--- config.mk ---
export PLATFORM = sky130hd
export DESIGN_NAME = k_circular_queues_shared_memory_unit
export DESIGN_NICKNAME = d
export VERILOG_FILES = /design/src/design/ckq_pkg.sv /design/src/design/ckq_ram.sv /design/src/design/ckq_ctrl.sv /design/src/design/ckq_dp.sv /design/src/design/k_circular_queues_shared_memory_unit.sv
export SDC_FILE = /design/constraint.sdc
export NUM_CORES = 2
export LEC_CHECK = 0
export BUFFER_PORTS_ARGS = -buffer_cell sky130_fd_sc_hd__buf_2
export CAP_MARGIN = 20
export CORE_ASPECT_RATIO = 2
export CORE_MARGIN = 2
export CORE_UTILIZATION = 45
export CTS_BUF_LIST = sky130_fd_sc_hd__clkbuf_4 sky130_fd_sc_hd__clkbuf_8
export DETAILED_ROUTE_END_ITERATION = 10
export PLACE_DENSITY = 0.71
export RECOVER_POWER = 100
export SLEW_MARGIN = 20
export SYNTH_ARGS = -nofsm -noshare
export SYNTH_HDL_FRONTEND = slang
export SYNTH_SLANG_ARGS = --single-unit
--- constraint.sdc ---
create_clock -name clk -period 10.2 [get_ports clk]
set_input_delay 0 -clock clk [delete_from_list [all_inputs] [get_ports clk]]
set_output_delay 0 -clock clk [all_outputs]
set_load 0.05 [all_outputs]
--- src/design/ckq_pkg.sv ---
// Shared codes, field widths and controller/datapath interface types for the queue unit.
package ckq_pkg;

  localparam int REQ_W = 2;
  localparam int QSEL_W = 2;
  localparam int XDATA_W = 32;
  localparam int STATUS_W = 2;
  localparam int OCC_W = 5;

  localparam int IN_TDATA_W = 32;
  localparam int IN_TUSER_W = REQ_W + QSEL_W;
  localparam int OUT_TDATA_W = 72;

  localparam logic [REQ_W-1:0] REQ_PUSH = 2'd0;
  localparam logic [REQ_W-1:0] REQ_POP = 2'd1;
  localparam logic [REQ_W-1:0] REQ_PEEK = 2'd2;

  localparam logic [STATUS_W-1:0] ST_OK = 2'd0;
  localparam logic [STATUS_W-1:0] ST_OVERFLOW = 2'd1;
  localparam logic [STATUS_W-1:0] ST_EMPTY = 2'd2;

  typedef struct packed {
    logic accept;
    logic exec;
    logic cap_head;
    logic cap_tail;
    logic load_out;
  } ckq_cmd_t;

  typedef struct packed {
    logic rd_head;
    logic rd_tail;
    logic out_free;
  } ckq_sts_t;

endpackage

--- src/design/ckq_ram.sv ---
// Generic single-write, single-read RAM with registered read data.
module ckq_ram #(
  parameter int WIDTH = 32,
  parameter int DEPTH = 64
) (
  input  logic                     clk,
  input  logic                     we,
  input  logic [$clog2(DEPTH)-1:0] waddr,
  input  logic [WIDTH-1:0]         wdata,
  input  logic [$clog2(DEPTH)-1:0] raddr,
  output logic [WIDTH-1:0]         rdata
);

  logic [WIDTH-1:0] mem [DEPTH];
  logic [WIDTH-1:0] rdata_r;

  always_ff @(posedge clk) begin
    if (we) begin
      mem[waddr] <= wdata;
    end
    rdata_r <= mem[raddr];
  end

  assign rdata = rdata_r;

endmodule

--- src/design/ckq_ctrl.sv ---
// Request sequencer: accept, execute, memory read steps and result hand-off.
module ckq_ctrl (
  input  logic             clk,
  input  logic             rst_n,
  input  logic             in_tvalid,
  output logic             in_tready,
  input  ckq_pkg::ckq_sts_t sts,
  output ckq_pkg::ckq_cmd_t cmd
);
  import ckq_pkg::*;

  localparam logic [2:0] S_IDLE = 3'd0;
  localparam logic [2:0] S_EXEC = 3'd1;
  localparam logic [2:0] S_RDH = 3'd2;
  localparam logic [2:0] S_RDT = 3'd3;
  localparam logic [2:0] S_OUT = 3'd4;

  logic [2:0] state_r;
  logic [2:0] state_nxt;

  always_comb begin
    state_nxt = state_r;
    cmd = '0;
    unique case (state_r)
      S_IDLE: begin
        cmd.accept = in_tvalid;
        if (in_tvalid) begin
          state_nxt = S_EXEC;
        end
      end
      S_EXEC: begin
        cmd.exec = 1'b1;
        state_nxt = sts.rd_head ? S_RDH : S_OUT;
      end
      S_RDH: begin
        cmd.cap_head = 1'b1;
        state_nxt = sts.rd_tail ? S_RDT : S_OUT;
      end
      S_RDT: begin
        cmd.cap_tail = 1'b1;
        state_nxt = S_OUT;
      end
      S_OUT: begin
        if (sts.out_free) begin
          cmd.load_out = 1'b1;
          state_nxt = S_IDLE;
        end
      end
      default: begin
        state_nxt = S_IDLE;
      end
    endcase
  end

  always_ff @(posedge clk) begin
    if (!rst_n) begin
      state_r <= S_IDLE;
    end else begin
      state_r <= state_nxt;
    end
  end

  assign in_tready = (state_r == S_IDLE);

endmodule

--- src/design/ckq_dp.sv ---
// Queue datapath: pointers, fill counts, shared element memory and result register.
module ckq_dp #(
  parameter int NUM_QUEUES = 4,
  parameter int QUEUE_DEPTH = 16,
  parameter int DATA_WIDTH = 32
) (
  input  logic                                clk,
  input  logic                                rst_n,
  input  logic [ckq_pkg::IN_TDATA_W-1:0]      in_tdata,
  input  logic [ckq_pkg::IN_TUSER_W-1:0]      in_tuser,
  output logic                                out_tvalid,
  input  logic                                out_tready,
  output logic [ckq_pkg::OUT_TDATA_W-1:0]     out_tdata,
  input  ckq_pkg::ckq_cmd_t                   cmd,
  output ckq_pkg::ckq_sts_t                   sts
);
  import ckq_pkg::*;

  localparam int QW = (NUM_QUEUES > 1) ? $clog2(NUM_QUEUES) : 1;
  localparam int PW = $clog2(QUEUE_DEPTH);
  localparam int CW = $clog2(QUEUE_DEPTH + 1);
  localparam int MEM_DEPTH = NUM_QUEUES * QUEUE_DEPTH;
  localparam int AW = $clog2(MEM_DEPTH);

  logic [PW-1:0]         head_ptr_r [NUM_QUEUES];
  logic [PW-1:0]         tail_ptr_r [NUM_QUEUES];
  logic [CW-1:0]         fill_r [NUM_QUEUES];

  logic [REQ_W-1:0]      req_r;
  logic [QSEL_W-1:0]     qsel_r;
  logic [DATA_WIDTH-1:0] data_r;

  logic [STATUS_W-1:0]   status_r;
  logic [CW-1:0]         occ_r;
  logic                  empty_r;
  logic [DATA_WIDTH-1:0] head_r;
  logic [DATA_WIDTH-1:0] tail_r;
  logic [AW-1:0]         tail_addr_r;
  logic                  rd_tail_r;

  logic                  out_valid_r;
  logic [OUT_TDATA_W-1:0] out_data_r;

  logic                  q_ok;
  logic [QW-1:0]         q_idx;
  logic [PW-1:0]         hp;
  logic [PW-1:0]         tp;
  logic [PW-1:0]         hp_next;
  logic [PW-1:0]         tp_next;
  logic [PW-1:0]         tp_prev;
  logic [CW-1:0]         cur_fill;
  logic                  is_full;
  logic                  is_empty;
  logic [AW-1:0]         base;
  logic [AW-1:0]         head_addr;
  logic [AW-1:0]         wr_addr;
  logic [AW-1:0]         rear_addr;
  logic                  do_push;
  logic                  do_pop;
  logic                  do_peek;
  logic [STATUS_W-1:0]   status_nxt;
  logic [CW-1:0]         fill_nxt;
  logic                  mem_we;
  logic [AW-1:0]         mem_raddr;
  logic [DATA_WIDTH-1:0] mem_rdata;

  assign q_ok = (32'(qsel_r) < 32'(NUM_QUEUES));
  assign q_idx = QW'(qsel_r);
  assign hp = head_ptr_r[q_idx];
  assign tp = tail_ptr_r[q_idx];
  assign cur_fill = fill_r[q_idx];
  assign hp_next = (hp == PW'(QUEUE_DEPTH - 1)) ? '0 : hp + PW'(1);
  assign tp_next = (tp == PW'(QUEUE_DEPTH - 1)) ? '0 : tp + PW'(1);
  assign tp_prev = (tp == '0) ? PW'(QUEUE_DEPTH - 1) : tp - PW'(1);
  assign is_full = (cur_fill == CW'(QUEUE_DEPTH));
  assign is_empty = (cur_fill == '0);

  assign base = AW'(q_idx) * AW'(QUEUE_DEPTH);
  assign head_addr = base + AW'(hp);
  assign wr_addr = base + AW'(tp);
  assign rear_addr = base + AW'(tp_prev);

  assign do_push = q_ok && (req_r == REQ_PUSH) && !is_full;
  assign do_pop = q_ok && (req_r == REQ_POP) && !is_empty;
  assign do_peek = q_ok && (req_r == REQ_PEEK) && !is_empty;

  always_comb begin
    status_nxt = ST_OK;
    fill_nxt = cur_fill;
    if (!q_ok) begin
      status_nxt = ST_EMPTY;
      fill_nxt = '0;
    end else begin
      unique case (req_r)
        REQ_PUSH: begin
          if (is_full) begin
            status_nxt = ST_OVERFLOW;
          end else begin
            fill_nxt = cur_fill + CW'(1);
          end
        end
        REQ_POP: begin
          if (is_empty) begin
            status_nxt = ST_EMPTY;
          end else begin
            fill_nxt = cur_fill - CW'(1);
          end
        end
        REQ_PEEK: begin
          if (is_empty) begin
            status_nxt = ST_EMPTY;
          end
        end
        default: begin
          status_nxt = ST_OK;
        end
      endcase
    end
  end

  assign mem_we = cmd.exec && do_push;
  assign mem_raddr = cmd.exec ? head_addr : tail_addr_r;

  ckq_ram #(
    .WIDTH (DATA_WIDTH),
    .DEPTH (MEM_DEPTH)
  ) u_ram (
    .clk   (clk),
    .we    (mem_we),
    .waddr (wr_addr),
    .wdata (data_r),
    .raddr (mem_raddr),
    .rdata (mem_rdata)
  );

  always_ff @(posedge clk) begin
    if (!rst_n) begin
      for (int i = 0; i < NUM_QUEUES; i++) begin
        head_ptr_r[i] <= '0;
        tail_ptr_r[i] <= '0;
        fill_r[i] <= '0;
      end
    end else if (cmd.exec) begin
      if (do_push) begin
        tail_ptr_r[q_idx] <= tp_next;
        fill_r[q_idx] <= fill_nxt;
      end
      if (do_pop) begin
        head_ptr_r[q_idx] <= hp_next;
        fill_r[q_idx] <= fill_nxt;
      end
    end
  end

  always_ff @(posedge clk) begin
    if (cmd.accept) begin
      req_r <= in_tuser[REQ_W-1:0];
      qsel_r <= in_tuser[REQ_W +: QSEL_W];
      data_r <= DATA_WIDTH'(in_tdata);
    end
    if (cmd.exec) begin
      status_r <= status_nxt;
      occ_r <= fill_nxt;
      empty_r <= (fill_nxt == '0);
      head_r <= '0;
      tail_r <= '0;
      tail_addr_r <= rear_addr;
      rd_tail_r <= do_peek;
    end
    if (cmd.cap_head) begin
      head_r <= mem_rdata;
    end
    if (cmd.cap_tail) begin
      tail_r <= mem_rdata;
    end
    if (cmd.load_out) begin
      out_data_r <= {empty_r, OCC_W'(occ_r), XDATA_W'(tail_r), XDATA_W'(head_r), status_r};
    end
  end

  always_ff @(posedge clk) begin
    if (!rst_n) begin
      out_valid_r <= 1'b0;
    end else if (cmd.load_out) begin
      out_valid_r <= 1'b1;
    end else if (out_tready) begin
      out_valid_r <= 1'b0;
    end
  end

  assign sts.rd_head = do_pop || do_peek;
  assign sts.rd_tail = rd_tail_r;
  assign sts.out_free = !out_valid_r || out_tready;

  assign out_tvalid = out_valid_r;
  assign out_tdata = out_data_r;

endmodule

--- src/design/k_circular_queues_shared_memory_unit.sv ---
// Top level of the multi-queue unit: several circular queues in one shared memory.
//
//   Channel   Direction  Ports                     Contents (lowest bit first)
//   in_       slave      tvalid tready tdata tuser  tdata: push_data; tuser: req_type, queue_index
//   out_      master     tvalid tready tdata        status, head_value, tail_value, occupancy,
//                                                   queue_empty
//
// A push goes from acceptance through the execute step straight to the result register; a pop
// adds a read of the head element and a peek reads the head and then the tail; a request that
// fails or is ignored follows the push path. The reads of the shared memory are registered,
// one address per cycle.
// Only one request is in flight; in_tready is high while the sequencer is idle.
// A result waits in the output register while out_tready is low; the next word is taken
// meanwhile and held at the hand-off step until the register frees.
// Synchronous active-low reset clears pointers, fill counts and the sequencer; memory is
// not cleared.
module k_circular_queues_shared_memory_unit #(
  parameter int NUM_QUEUES = 4,
  parameter int QUEUE_DEPTH = 16,
  parameter int DATA_WIDTH = 32
) (
  input  logic                            clk,
  input  logic                            rst_n,
  input  logic                            in_tvalid,
  output logic                            in_tready,
  input  logic [ckq_pkg::IN_TDATA_W-1:0]  in_tdata,  // push_data
  input  logic [ckq_pkg::IN_TUSER_W-1:0]  in_tuser,  // req_type, queue_index
  output logic                            out_tvalid,
  input  logic                            out_tready,
  output logic [ckq_pkg::OUT_TDATA_W-1:0] out_tdata  // status, head_value, tail_value,
                                                     // occupancy, queue_empty
);
  import ckq_pkg::*;

  ckq_cmd_t cmd;
  ckq_sts_t sts;

  ckq_ctrl u_ctrl (
    .clk       (clk),
    .rst_n     (rst_n),
    .in_tvalid (in_tvalid),
    .in_tready (in_tready),
    .sts       (sts),
    .cmd       (cmd)
  );

  ckq_dp #(
    .NUM_QUEUES  (NUM_QUEUES),
    .QUEUE_DEPTH (QUEUE_DEPTH),
    .DATA_WIDTH  (DATA_WIDTH)
  ) u_dp (
    .clk        (clk),
    .rst_n      (rst_n),
    .in_tdata   (in_tdata),
    .in_tuser   (in_tuser),
    .out_tvalid (out_tvalid),
    .out_tready (out_tready),
    .out_tdata  (out_tdata),
    .cmd        (cmd),
    .sts        (sts)
  );

endmodule

After elaboration in Yosys (flattened, before gate mapping)
Memory sizes are Yosys's and may differ from the RTL's. A register that Yosys moved wholly into a read port is not among the register bits.
Index checks and enable logic that the tools add are counted.
{"block": "word_totals", "ff_bits": 191, "mem_bits_rw": 2100, "input_bits": 40, "output_inout_bits": 74, "word_cells": 109, "mem_count": 4}
{"name": "u_dp.u_ram.mem", "words": 64, "word_bits": 32, "rd": 1, "rd_clocked_by_memory_dff": 1, "wr": 1, "line_no": "ckq_ram.sv:14", "rtl": "logic [WIDTH-1:0] mem [DEPTH];"}
{"name": "u_dp.fill_r", "words": 4, "word_bits": 5, "rd": 1, "rd_clocked_by_memory_dff": 1, "wr": 4, "line_no": "ckq_dp.sv:27", "rtl": "logic [CW-1:0] fill_r [NUM_QUEUES];"}
{"name": "u_dp.head_ptr_r", "words": 4, "word_bits": 4, "rd": 1, "rd_clocked_by_memory_dff": 1, "wr": 4, "line_no": "ckq_dp.sv:25", "rtl": "logic [PW-1:0] head_ptr_r [NUM_QUEUES];"}
{"name": "u_dp.tail_ptr_r", "words": 4, "word_bits": 4, "rd": 1, "rd_clocked_by_memory_dff": 1, "wr": 4, "line_no": "ckq_dp.sv:26", "rtl": "logic [PW-1:0] tail_ptr_r [NUM_QUEUES];"}
{"block": "op_classes", "n_addsub": 8, "n_eq_ne": 11, "mux": 50, "n_bitwise": 1, "reduce_logical": 22}
{"cell": "2-to-1 mux 32 bit", "n": 3}
{"cell": "2-to-1 mux 1 bit", "n": 23}
{"cell": "2-to-1 mux 4 bit", "n": 5}
{"cell": "2-to-1 mux 5 bit", "n": 4}
{"cell": "adder 6 x 4 -> 6 bit", "n": 3}
{"cell": "case mux 3 bit (5 select lines)", "n": 1}
{"cell": "2-to-1 mux 2 bit", "n": 7}
{"cell": "2-to-1 mux 3 bit", "n": 4}
{"cell": "logical NOT 5 bit", "n": 2}
{"cell": "case mux 5 bit (2 select lines)", "n": 1}
{"cell": "adder 4 x 1 -> 4 bit, second input constant", "n": 2}
{"cell": "== test 4 bit, second input constant", "n": 2}
{"cell": "OR reduction 4 bit", "n": 2}
{"cell": "== test 3 x 2 -> 1 bit, second input constant", "n": 2}
{"cell": "2-to-1 mux 6 bit", "n": 1}
{"cell": "nonzero test 2 bit", "n": 3}
{"cell": "adder 5 x 1 -> 5 bit, second input constant", "n": 1}
{"cell": "== test 5 bit, second input constant", "n": 1}
{"cell": "OR reduction 5 bit", "n": 1}
{"cell": "subtractor 5 x 1 -> 5 bit, second input constant", "n": 1}
{"cell": "logical AND 1 bit", "n": 4}
{"cell": "logical NOT 4 bit", "n": 1}
{"cell": "inequality test 2 bit, second input constant", "n": 2}
{"cell": "case mux 2 bit (2 select lines)", "n": 1}
{"cell": "other kinds (12)", "n": 15}

Logic depth before layout (Yosys ltp)
{"block": "logic_depth", "word_depth": 10, "ltp_mapped": 15, "mapped_depth_nobuf": 11}

By module
Synthesis repeated with hierarchy kept, for this count alone.
{"block": "hier_totals", "cells_unflattened": 3873, "hier_area_um2": 87883.0}
{"module": "ckq_ram", "instances": 1, "cells_per_inst": 3324, "area_per_inst_um2": 78515.3}
{"module": "ckq_dp", "instances": 1, "cells_per_inst": 525, "area_per_inst_um2": 9146.3}
{"module": "ckq_ctrl", "instances": 1, "cells_per_inst": 24, "area_per_inst_um2": 221.5}

Worst setup path after synthesis
OpenSTA, ideal clock, no wires.
{"block": "synth_path", "path_kind": "register to register", "start": "reg (tool-made name)", "end": "mem u_dp.u_ram.mem[0][0] (enable)", "setup_ns": 0.461, "arrival_time_ns": 4.749, "required_ns": 9.739, "path_slack_ns": 4.990, "stages_incl_launch_ff": 13, "cell_sequence": "dfxtp_1 > buf_2 > buf_1 > mux4_2 > inv_1 > ha_1 > inv_1 > nor3_2 > a21boi_1 > nand2_1 > clkbuf_1 > or2_2 > nor3_1"}
{"item": "end, declared", "line_no": "ckq_ram.sv:14"}

Worst setup path in the final report
{"block": "layout_path", "start": "reg u_ctrl.state_r[2]", "end": "reg u_dp.u_ram.rdata_r[7] (netlist: u_dp.u_ram.rdata[7]), read port of u_dp.u_ram.mem"}
{"block": "layout_between", "elab_chain_len": 3}
{"item": "start, declared", "line_no": "ckq_ctrl.sv:18", "rtl": "logic [2:0] state_r;"}
{"item": "start signal, assigned", "line_no": "ckq_ctrl.sv:59", "rtl": "state_r <= state_nxt;"}
{"item": "== test 3 x 1 -> 1 bit", "line_no": "ckq_ctrl.sv:24", "rtl": "unique case (state_r)"}
{"item": "2-to-1 mux 1 bit", "line_no": "ckq_ctrl.sv:24"}
{"item": "2-to-1 mux 6 bit", "line_no": "ckq_dp.sv:122", "rtl": "assign mem_raddr = cmd.exec ? head_addr : tail_addr_r;"}
{"item": "end, declared", "line_no": "ckq_ram.sv:15", "rtl": "logic [WIDTH-1:0] rdata_r;"}
Every way passes these cells.
A chain may end at the register's enable or synchronous reset.

==> results by stage <==
Die:
- Once the floorplan was initialized, standard cells occupied 45.33% of the core.
- The die covers 0.2068 mm2.
- The y dimension of the die is 641.1 um.
- The total number of placement rows is 233.
- After floorplanning, the core was sized to cover slightly above 0.2 mm2.
- The total I/O pin count is 114.
- Measured along the x axis, the die boundary spans 322.5 um.

Timing:
- The clock tree skew after final layout is 0.08116 ns.
- The number of hold violations in the final report is 0.
- The post-route fraction of the period consumed by the critical path is 74.39%.
- The clock period could shrink to 7.588 ns.
- Setup violations remaining at the end of the flow were counted as 0.
- The slack of the critical path is 2.612 ns.
- The final number of max-transition violations is between 4000 and 5000.
- The slew of the pin with the lowest slew margin is between 4 and 5 ns.
- The accumulated negative setup slack is 0 ns.
- Setup repair after global routing left no endpoint under its margin.
- For this run, the top clock speed supported by timing is 131.8 MHz.
- In this run the tightest slew margin relative to its limit is -189.3%.

Power and ir drop:
- The leakage dissipation is 0.03399 uW.
- The largest voltage drop on the vdd net is 0.1011 mV.
- The power density of the placed cells is 201.1 mW/mm2.

Critical path:
- Along the worst path, the maximum fanout reaches 75.
- The category of the worst setup path launch point is a flop.
- On the worst path, the slowest cell contributes a delay of between 1.5 and 2 ns.
- The slowest cell on the critical path is sky130_fd_sc_hd__clkinvlp_2.
- The endpoint of the lowest-slack register-to-register path is u_dp.u_ram.rdata[7]$_DFF_P_.
- For flop-to-flop paths, the worst setup slack is 2.61 ns.
- Data on the critical path arrives at its endpoint at 8.37 ns.
- The critical setup path kind is flop to flop.
- The most critical setup path has its startpoint at u_ctrl.state_r[2]$_SDFFE_PN0P_.
- The combined buffer and inverter count along the critical path is 3.
- The depth of the worst register-to-register path is 11.
- The worst setup path is captured at a flop.
- Walking the worst path, the cells encountered are or3b_1 -> clkinvlp_2 -> mux2_8 -> nand2_8 -> buf_4 -> a21oi_1 -> nor4_1 -> a2111oi_0 -> nor4_1 -> buf_6 -> a21oi_1.
- The worst register-to-register path begins at u_ctrl.state_r[2]$_SDFFE_PN0P_.
- The kind of cell adding the most delay to the critical path is simple AND/OR/NAND/NOR gates.
- The worst endpoint required time is 10.98 ns.

Placement:
- OpenSTA, run right after detailed placement, puts the worst setup slack at roughly 4.4 ns.
- In this run, placement finished with an instance count of approximately 9000.
- The placed instances occupy a cell area of between 0.09 and 0.1 mm2.
- Routability-driven placement finished with a final weighted congestion of 0.8931.
- Detailed placement ended at an HPWL of 154100 um.
- The count of buffers from port buffering is 113.

Routing:
- After detailed routing, the average wire length per cell comes to around 29 um.
- The number of nets with antenna violations after detailed routing is 0.
- The number of iterations in the first detailed-routing pass is 10.
- The DRC violation total after the first TritonRoute iteration is 7371.
- Across all layers, the routed design uses between 50000 and 60000 vias.
- The detailed-route DRC error count is 0.
- The routed via count divided by cell count is 6.046.
- Summed over all layers, the routed wires come to between 200000 and 300000 um.

GRT:
- The all-layer global routing usage is 26.09%.
- The aggregate global routing overflow is 0.
- The first global-routing pass estimated 387400 um of wire.
- The via count of the first global-routing pass is 56849.
- The largest net degree at the start of global routing is 153.
- The number of antenna violations at the first check in global routing is 18.

Status:
- The checks that failed: max-capacitance violations, max-slew violations.
- The run finished, with violations left.

CTS:
- The later-pin clock latency in the skew report is ~0.96 ns.
- The clock passes through at most 4 buffers.
- CTS placed an instance of sky130_fd_sc_hd__clkbuf_8 at the clock tree root.
- The number of clock buffers added by TritonCTS is 306.
- The clock tree from TritonCTS is built.
- The total of cells resized after clock tree synthesis is 0.
- Buffers added to address setup during post-CTS repair amount to 0.
- The level count of the clock H-tree is 5.
- The hold-fix buffer count after cts is 79.
- The clock sink count is 2325.
- After clock tree synthesis, the clock-pin slew on the worst setup and hold paths is around 0.080 ns.

Finish:
- For this run, the share of the core covered by cells in the final layout is 50.40%.
- The finished cells cover 0.1015 mm2.
- Relative to the synthesized area, the layout overhead comes to 11.18%.
- The fraction of final layout cells with drive strength greater than 1 is 10.08%.
- The number of nets in the finished design is 6693.
- For this run, the number of standard cells in the final layout without fillers is around 9600.

Yosys:
- The most instantiated flip-flop cell in the synthesis netlist is sky130_fd_sc_hd__edfxtp_1.
- Yosys mapped a number of flops with a built-in enable equal to 2287.
- The number of warnings reported in the yosys synthesis log is 0.
- Sorting the synthesized cells by area gives the leading types as sky130_fd_sc_hd__edfxtp_1 (75%), sky130_fd_sc_hd__nand2_1 (6.0%), sky130_fd_sc_hd__mux2i_1 (3.6%).
- The most used standard cell by instance count after synthesis is sky130_fd_sc_hd__edfxtp_1.
- By count the netlist is led by sky130_fd_sc_hd__edfxtp_1 (2287), sky130_fd_sc_hd__nand2_1 (1449), sky130_fd_sc_hd__nand3_1 (451).
- The count of cell types in the netlist is 78.
- The average footprint of a synthesized cell is 14.36 um2.
- In this run, synthesis produced a sequential element count of 2325.
- The sequential element share of the synthesized area is 76.04%.
- The synthesized design spends more area on one cell type than any other, namely sky130_fd_sc_hd__edfxtp_1.
- The gate count of the mapped netlist is approximately 6400.
- The synthesized area is 0.09131 mm2.
- The synthesized netlist net count is 6410.
- The share of the synthesized area in the top cell type is 75.21%.
- Of all flip-flops after synthesis, the portion carrying an async set or reset was 0%.

Run:
- Across the run, the number of max-cap violations was 108.

Min path:
- In this run the worst hold path is classified as input port to flop.
- The sink of the worst hold path is u_dp.tail_ptr_r[3][2]$_DFFE_PP_.
- The origin of the worst min-delay path is rst_n.
- The cell count of the worst hold path is 4.
worst register-to-register path, cell delays in order, from the launching register on:
cell and delay (ns):
sky130_fd_sc_hd__dfxtp_1 0.43, sky130_fd_sc_hd__or3b_1 0.57, sky130_fd_sc_hd__clkinvlp_2 1.67, sky130_fd_sc_hd__mux2_8 1.21, sky130_fd_sc_hd__nand2_8 0.69, sky130_fd_sc_hd__buf_4 0.77
sky130_fd_sc_hd__a21oi_1 0.16, sky130_fd_sc_hd__nor4_1 0.32, sky130_fd_sc_hd__a2111oi_0 0.17, sky130_fd_sc_hd__nor4_1 1.13, sky130_fd_sc_hd__buf_6 0.27, sky130_fd_sc_hd__a21oi_1 0.06
cells by family (layout without fill, tap and decap cells):
| family | after synthesis | count (layout) | share of synthesized area (%) |
|---|---|---|---|
| and+or+nand+nor | 2423 | 2423 | 11.50 |
| DFF | 2325 | 2325 | 76.04 |
| AOI/OAI and AO/OA | 815 | 815 | 5.765 |
| buffers and inverters | 437 | 950 | 2.513 |
| muxes | 347 | 347 | 4.013 |
| adders and majority gates | 10 | 10 | 0.1370 |
| xor gates and xnor gates | 3 | 3 | 0.02878 |
| other | 0 | 18 | 0 |
state kept, by name (all words and copies together), names as in the netlist, named ones only:
name	count
u_dp.tail_addr_r	6
u_dp.tail_r	32
u_dp.fill_r	20
u_dp.req_r	2
u_dp.rd_tail_r	1
u_dp.data_r	32
u_dp.q_idx	2
u_dp.out_tvalid	1
u_dp.status_r	2
u_dp.tail_ptr_r	16
u_dp.occ_r	5
u_dp.empty_r	1
u_dp.head_r	32
u_dp.u_ram.mem	2048
u_ctrl.state_r	3
u_dp.u_ram.rdata	32
u_dp.out_tdata	72
u_dp.head_ptr_r	16
metrics by stage:
| step | hold slack [ns] | power, uW |
|---|---|---|
| floorplan | 0.09887 | 12450 |
| global placement | 0.1802 | 13490 |
| detailed placement | 0.1781 | 13570 |
| CTS | 0.1650 | 20380 |
| global route | 0.2485 | 20930 |
| finish | 0.2177 | 20410 |
report_power, final:
| group | internal [uW] | switching, uW | total, uW |
|---|---|---|---|
| logic | 659 | 1960 | 2620 |
| registers | 10700 | 151 | 10900 |
| clock network | 3550 | 3400 | 6940 |
| total | 14900 | 5510 | 20400 |
placed cells by master (no fill, tap or decap), drive strengths merged, types with 5 or more instances in the layout:
cell / count
edfxtp: 2287
nand2: 1452
clkbuf: 620
nand3: 454
mux2i: 327
a21oi: 301
nor2: 143
nor3: 125
o21ai: 115
buf: 107
o221ai: 102
a31oi: 92
clkinv: 88
and3: 85
dlygate4sd3: 79
and2: 72
o22ai: 43
inv: 40
dfxtp: 38
a41oi: 28
a2111oi: 25
nand4: 24
or3: 23
nor4: 19
diode: 18
a311oi: 18
a211oi: 16
o31ai: 15
mux4: 13
o32ai: 11
ha: 10
clkinvlp: 9
nand2b: 8
bufinv: 7
a221oi: 7
mux2: 7
o211ai: 5
a22oi: 5
worst max path at each step:
stage,to,slack [ns],depth (start not counted)
after floorplan,u_dp.u_ram.mem[0][0]$_DFFE_PP_,4.99,12
after global placement,u_dp.u_ram.rdata[31]$_DFF_P_,2.68,10
after detailed placement,u_dp.u_ram.rdata[8]$_DFF_P_,4.43,11
after CTS,u_dp.u_ram.rdata[8]$_DFF_P_,4.38,11
after global routing,u_dp.u_ram.rdata[7]$_DFF_P_,2.44,11
final,u_dp.u_ram.rdata[7]$_DFF_P_,2.61,11
final cells by class:
type | instances | area, um2
Antenna cell | 18 | 45.04
Clock buffer | 430 | 5311
Clock inverter | 108 | 688.2
Fill cell | 16537 | 99920
Inverter | 36 | 136.4
Multi-Input combinational cell | 3598 | 20140
Sequential cell | 2325 | 69440
Tap cell | 2702 | 3381
Timing Repair Buffer | 376 | 2382
metal layers:
layer	wire length [um]	part of all wire, %	up-vias	track usage, %
met5	121	0.044	-	0
met4	24910	9.1	14	20.07
met3	27890	10	999	5.110
met2	135900	49	3937	45.11
met1	85840	31	28621	27.99
li1	-	-	24424	-
(Power assumes the default switching activity.)
